==> config.mk <==
export PLATFORM = sky130hd
export DESIGN_NAME = mtsr_root_step
export DESIGN_NICKNAME = d
export VERILOG_FILES = /design/src/rtl/core/mtsr_pkg.sv /design/src/rtl/core/mtsr_root_step.sv
export SDC_FILE = /design/constraint.sdc
export NUM_CORES = 1
export LEC_CHECK = 0
export BUFFER_PORTS_ARGS = -buffer_cell sky130_fd_sc_hd__clkbuf_2
export CORE_UTILIZATION = 45
export DETAILED_ROUTE_END_ITERATION = 10
export PLACE_DENSITY = 0.69
export RECOVER_POWER = 25
export SKIP_LAST_GASP = 1
export SYNTH_ARGS = -nofsm -noshare
export SYNTH_HDL_FRONTEND = slang
export SYNTH_SLANG_ARGS = --single-unit
export TNS_END_PERCENT = 5
==> constraint.sdc <==
create_clock -name vclk -period 16.32
set_clock_uncertainty 0.2 [all_clocks]
set_input_delay 0.816 -clock vclk [all_inputs]
set_output_delay 0.816 -clock vclk [all_outputs]
set_load 0.05 [all_outputs]
==> src/rtl/core/mtsr_pkg.sv <==
// Shared types, codes and helpers for the multi-type square root block.
// No dependencies; compiled first.
`default_nettype none
package mtsr_pkg;

    // element type codes
    localparam logic [3:0] TYPE_I8  = 4'd0;
    localparam logic [3:0] TYPE_U8  = 4'd1;
    localparam logic [3:0] TYPE_I16 = 4'd2;
    localparam logic [3:0] TYPE_U16 = 4'd3;
    localparam logic [3:0] TYPE_I32 = 4'd4;
    localparam logic [3:0] TYPE_U32 = 4'd5;
    localparam logic [3:0] TYPE_I64 = 4'd6;
    localparam logic [3:0] TYPE_U64 = 4'd7;
    localparam logic [3:0] TYPE_F32 = 4'd8;
    localparam logic [3:0] TYPE_F64 = 4'd9;

    // status codes
    localparam logic [1:0] ST_OK    = 2'd0;
    localparam logic [1:0] ST_NEG   = 2'd1;
    localparam logic [1:0] ST_UNSUP = 2'd2;

    // datapath kind
    localparam logic [1:0] KIND_INT = 2'd0;
    localparam logic [1:0] KIND_F32 = 2'd1;
    localparam logic [1:0] KIND_F64 = 2'd2;

    // root datapath geometry: 56 bit pairs, 4 digits per stage
    localparam int RAD_W           = 112;
    localparam int Q_W             = 56;
    localparam int R_W             = 60;
    localparam int DIGITS_PER_STG  = 4;
    localparam int NUM_ROOT_STAGES = Q_W / DIGITS_PER_STG + 1;
    localparam int NUM_STAGES      = NUM_ROOT_STAGES + 3;

    typedef struct packed {
        logic [RAD_W-1:0] rad;
        logic [Q_W-1:0]   q;
        logic [R_W-1:0]   r;
    } root_t;

    typedef struct packed {
        logic [1:0]         kind;
        logic               special;
        logic [1:0]         status;
        logic [63:0]        spec_root;
        logic signed [11:0] y;
    } meta_t;

    typedef struct packed {
        meta_t       meta;
        logic [51:0] fm;
        logic [10:0] fe;
        logic [5:0]  lz;
        logic [63:0] ival;
    } p2_t;

    // leading zeros of a 52-bit mantissa field (input nonzero)
    function automatic logic [5:0] lzc52(input logic [51:0] m);
        logic [5:0] n;
        n = 6'd52;
        for (int i = 0; i < 52; i++)
        begin
            if (m[i])
                n = 6'(51 - i);
        end
        return n;
    endfunction

endpackage
`default_nettype wire

==> src/rtl/core/mtsr_root_step.sv <==
// Four restoring digits of the square root recurrence.
// Depends on mtsr_pkg (root_t).
`default_nettype none
module mtsr_root_step (
    input  var mtsr_pkg::root_t d_in,
    output mtsr_pkg::root_t     d_out
);
    always_comb
    begin
        mtsr_pkg::root_t  s;
        logic [mtsr_pkg::R_W-1:0] t;
        s = d_in;
        for (int k = 0; k < mtsr_pkg::DIGITS_PER_STG; k++)
        begin
            s.r   = {s.r[mtsr_pkg::R_W-3:0], s.rad[mtsr_pkg::RAD_W-1 -: 2]};
            s.rad = {s.rad[mtsr_pkg::RAD_W-3:0], 2'b00};
            t = mtsr_pkg::R_W'({s.q, 2'b01});
            if (s.r >= t)
            begin
                s.r = s.r - t;
                s.q = {s.q[mtsr_pkg::Q_W-2:0], 1'b1};
            end
            else
            begin
                s.q = {s.q[mtsr_pkg::Q_W-2:0], 1'b0};
            end
        end
        d_out = s;
    end
endmodule
`default_nettype wire

== After elaboration in Yosys (flattened, before gate mapping) ==
Index checks and enable logic that the tools add are counted.

* Register bits after elaboration: 0
* Input port bits: 228

* Add/sub/neg operators: 4
* Multiplexer cells: 8
* Magnitude comparators: 4

{| class="wikitable"
|+ Operators with widths
! kind !! number
|-
| $ge A60 B58 Y1 || 4
|-
| $mux W58 || 3
|-
| $sub A58 B58 Y58 || 3
|-
| $mux W60 || 1
|-
| $sub A60 B58 Y60 || 1
|-
| $mux W1 || 4
|}

== Logic depth before layout (Yosys ltp) ==
* Word-level depth: 8
* Mapped depth: 72

== Worst setup path after synthesis ==
Ideal clock, no wire load.

* Path kind: in2out
* Start: in d_in[93] in the netlist's numbering
* End: out d_out[1] in the netlist's numbering
* Cell stages on the path: 66
* Slack: 257 ps
* Arrival time: 15047 ps
* Cells stage by stage: inv_1 -> ha_1 -> buf_4 -> nand4_4 -> or3_4 -> nor4_2 -> a21oi_1 -> o211a_1 -> buf_6 -> nand2_1 -> clkbuf_1 -> clkbuf_1 -> buf_1 -> a21oi_1 -> ha_1 -> clkbuf_1 -> and4_1 -> nand2_1 -> [30 not listed] -> a21oi_1 -> o21ai_0 -> a21oi_1 -> o21ai_0 -> a21o_1 -> a21o_1 -> a211oi_1 -> o211ai_1 -> nor4b_4 -> nor4bb_2 -> o41ai_4 -> a311oi_2 -> nor2_2 -> and3_4 -> inv_2 -> buf_6 -> buf_12 -> mux2i_1

{| class="wikitable"
|+ RTL lines
! element !! RTL line !! RTL
|-
| from (decl) || mtsr_root_step.sv:5 || <nowiki>input var mtsr_pkg::root_t d_in,</nowiki>
|-
| to (decl) || mtsr_root_step.sv:6 || <nowiki>output mtsr_pkg::root_t d_out</nowiki>
|}

==> impl_summary.txt <==
----------------------------------------------------
[Run status]
  Result of the run ... finished, final reports clean

[Hold path]
  Path class of the lowest-slack min-delay path ... in -> out
  Min-delay src ... d_in[128]
  Worst hold endpoint ... d_out[136]
  Instance count along the most critical hold path ... 0

[Synthesis]
  Cell area after technology mapping ... 0.0186 mm^2
  Post-Syn Instances ... 2794
  Average instance area after synthesis ... 6.65 um^2
  Biggest area consumer among synthesized cells ... sky130_fd_sc_hd__ha_1
  Cell types with the largest area share after synthesis ... sky130_fd_sc_hd__ha_1 16%, sky130_fd_sc_hd__a21oi_1 10%, sky130_fd_sc_hd__buf_4 6.9%
  Fraction of synthesized cell area taken by the top area cell type ... 15.6%
  Synth Warn # ... 0
  Synth cell types ... 105
  Portion of the post-synthesis area used by sequential elements ... 0%

[Timing]
  Maximum frequency from static timing analysis ... 64.1 MHz
  Final hold violations ... 0
  Pin slew with the least headroom to its limit ... 1030 ps
  Max-slew headroom at the worst pin ... 31.5%
  Finish-stage setup viols ... 0
  Final hold slack ... 1430 ps
  Unrepaired setup endpoints after global routing ... false
  Post-route fraction of the period consumed by the critical path ... 95.7%
  Pins Over Slew Limit ... 0
  Fin Setup TNS ... 0 ps
  Clock period minus final worst setup slack ... 15610 ps

[Critical path]
  Setup crit start kind ... primary input
  Worst path most repeated cell ... sky130_fd_sc_hd__a21oi_1
  CP Class ... in -> out
  CP max FO ... 26
  Buffering stage count on the worst path with inverters included ... 8
  Sort of element at the end of the critical path ... output port
  Category of cells accounting for the largest share of critical-path delay ... compound AO/OA/AOI/OAI gates
  Data arrival time of the critical path ... 14590 ps
  Stage delay of the slowest cell on the critical path ... 430 ps
  Cell type of the slowest stage on the worst timing path ... sky130_fd_sc_hd__nor4b_4
  Critical path data required time ... 15300 ps

[Final layout]
  Area occupied by registers ... 0 um^2
  Most common cell after layout, fill and taps aside ... sky130_fd_sc_hd__a21oi_1
  Count of flip-flops and latches ... 0
  Layout overhead on the synthesized area ... 6.56%
  Final net count ... 3276
  Fraction of final layout cells sized beyond drive strength 1 ... 15.2%
  Commonest cells after routing, fill and taps aside ... 377 x sky130_fd_sc_hd__a21oi_1, 269 x sky130_fd_sc_hd__nor2_1, 230 x sky130_fd_sc_hd__ha_1
  Filler instances ... 4178
  Clock buffers ... 0
  Number of diodes ... 0
  Area occupied by multi-input gates ... 0.0164 mm^2

[Global routing]
  Pin count of the biggest net entering global routing ... 71
  Aggregate global routing overflow ... 0
  Via count of the first global-routing pass ... 19478
  Number of antenna violations at the first check in global routing ... 0
  First-pass GRT wire length ... 111 mm
  GRT Util Overall ... 33.6%

[Placed design]
  Detailed Place HPWL ... 63.3 mm
  Final estimated routing congestion in global placement ... 0.989
  Number of I/O port buffers ... 238

[Drt]
  Routed WL ... 73.8 mm
  Number of design-rule violations left by the first detailed-router iteration ... 2136
  Antenna viol nets, final ... 0
  Drt via density ... 6.35
  Mean routed wirelength per cell ... 22.1 um
  Via count of the routed design ... 21263
  Drt pass-1 iters ... 6
  DR DRC count ... 0

[Floorplanning]
  Initial Utilization ... 45.5%
  Vertical extent of the die ... 205 um
  Die X ... 205 um
  Number of rows in the core area ... 74
  Count of boundary I/O pins ... 456
  CORE AREA ... 0.0408 mm^2
  Full die area ... 0.0421 mm^2

[Run]
  Number of max-cap violations ... 0

[CTS]
  Quantity of hold-fixing buffers added after cts ... 0

----------------------------------------------------
==> through the flow <==
stage,utilization (%),setup slack (ps),instances,area (um^2)
after floorplan,-,257,2801,18600
after global placement,48.0,462,3339,19600
after detailed placement,48.0,198,3339,19600
after CTS,48.0,148,3339,19600
after global routing,48.5,8.96,3346,19800
final,48.5,709,3346,19800
==> synth_stat cells (23+ instances only) <==
| master | instances |
|---|---|
| sky130_fd_sc_hd__ha_1 | 232 |
| sky130_fd_sc_hd__a21o_1 | 129 |
| sky130_fd_sc_hd__nand2b_1 | 31 |
| sky130_fd_sc_hd__nor3_1 | 59 |
| sky130_fd_sc_hd__nand3_1 | 50 |
| sky130_fd_sc_hd__nor2_1 | 269 |
| sky130_fd_sc_hd__inv_1 | 139 |
| sky130_fd_sc_hd__a21oi_1 | 381 |
| sky130_fd_sc_hd__mux2_2 | 29 |
| sky130_fd_sc_hd__mux2_4 | 27 |
| sky130_fd_sc_hd__o21ai_0 | 156 |
| sky130_fd_sc_hd__o21a_1 | 25 |
| sky130_fd_sc_hd__and3_1 | 26 |
| sky130_fd_sc_hd__buf_4 | 170 |
| sky130_fd_sc_hd__nor2b_1 | 33 |
| sky130_fd_sc_hd__o21bai_1 | 50 |
| sky130_fd_sc_hd__nand2_1 | 218 |
| sky130_fd_sc_hd__clkbuf_1 | 85 |
| sky130_fd_sc_hd__and4_1 | 23 |
| sky130_fd_sc_hd__nand4_1 | 67 |
| sky130_fd_sc_hd__xor2_1 | 71 |
| sky130_fd_sc_hd__mux2_1 | 27 |
| sky130_fd_sc_hd__a31oi_1 | 28 |
| sky130_fd_sc_hd__xnor2_1 | 140 |
==> routing by layer <==
layer  GRT usage (%)  vias to the layer above  share of wire [%]
li1                -                    10090                  -
met1            48.9                     9960                 46
met2            51.7                     1114                 42
met3            5.48                       99                9.6
met4            5.71                        0                1.9
met5               0                        -                  0
==> logic make-up after synthesis <==
logic type               Yosys count  synth area share, %
AO/OA/AOI/OAI                    955                 32.5
AND/OR/NAND/NOR                  878                 23.4
buffers and inverters            426                 12.5
adder cells (fa/ha/maj)          232                 15.6
XOR/XNOR                         211                 9.94
multiplexers                      91                 6.02
other                              1               0.0202
==> worst max path at each step <==
stage / start / slack, ps / to / cells after the start
after global routing: d_in[109] / 9 / d_out[27] / 64
after detailed placement: d_in[111] / 200 / d_out[27] / 58
after CTS: d_in[109] / 150 / d_out[27] / 58
after floorplan: d_in[93] / 260 / d_out[1] / 66
final: d_in[64] / 710 / d_out[27] / 66
after global placement: d_in[90] / 460 / d_out[26] / 58
==> layout make-up <==
class | instances | area share, %
Inverter | 141 | 2.70
Multi-Input combinational cell | 2375 | 82.9
Tap cell | 532 | 3.36
Timing Repair Buffer | 298 | 11.0
==> repair_timing <==
action                     CTS  global route
gates resized for setup      0            36
setup buffers                0             7
setup endpoints to repair    0            61
Power is not shown: default switching activity piles up to over one toggle a cycle in this logic, so the estimate is an artifact.
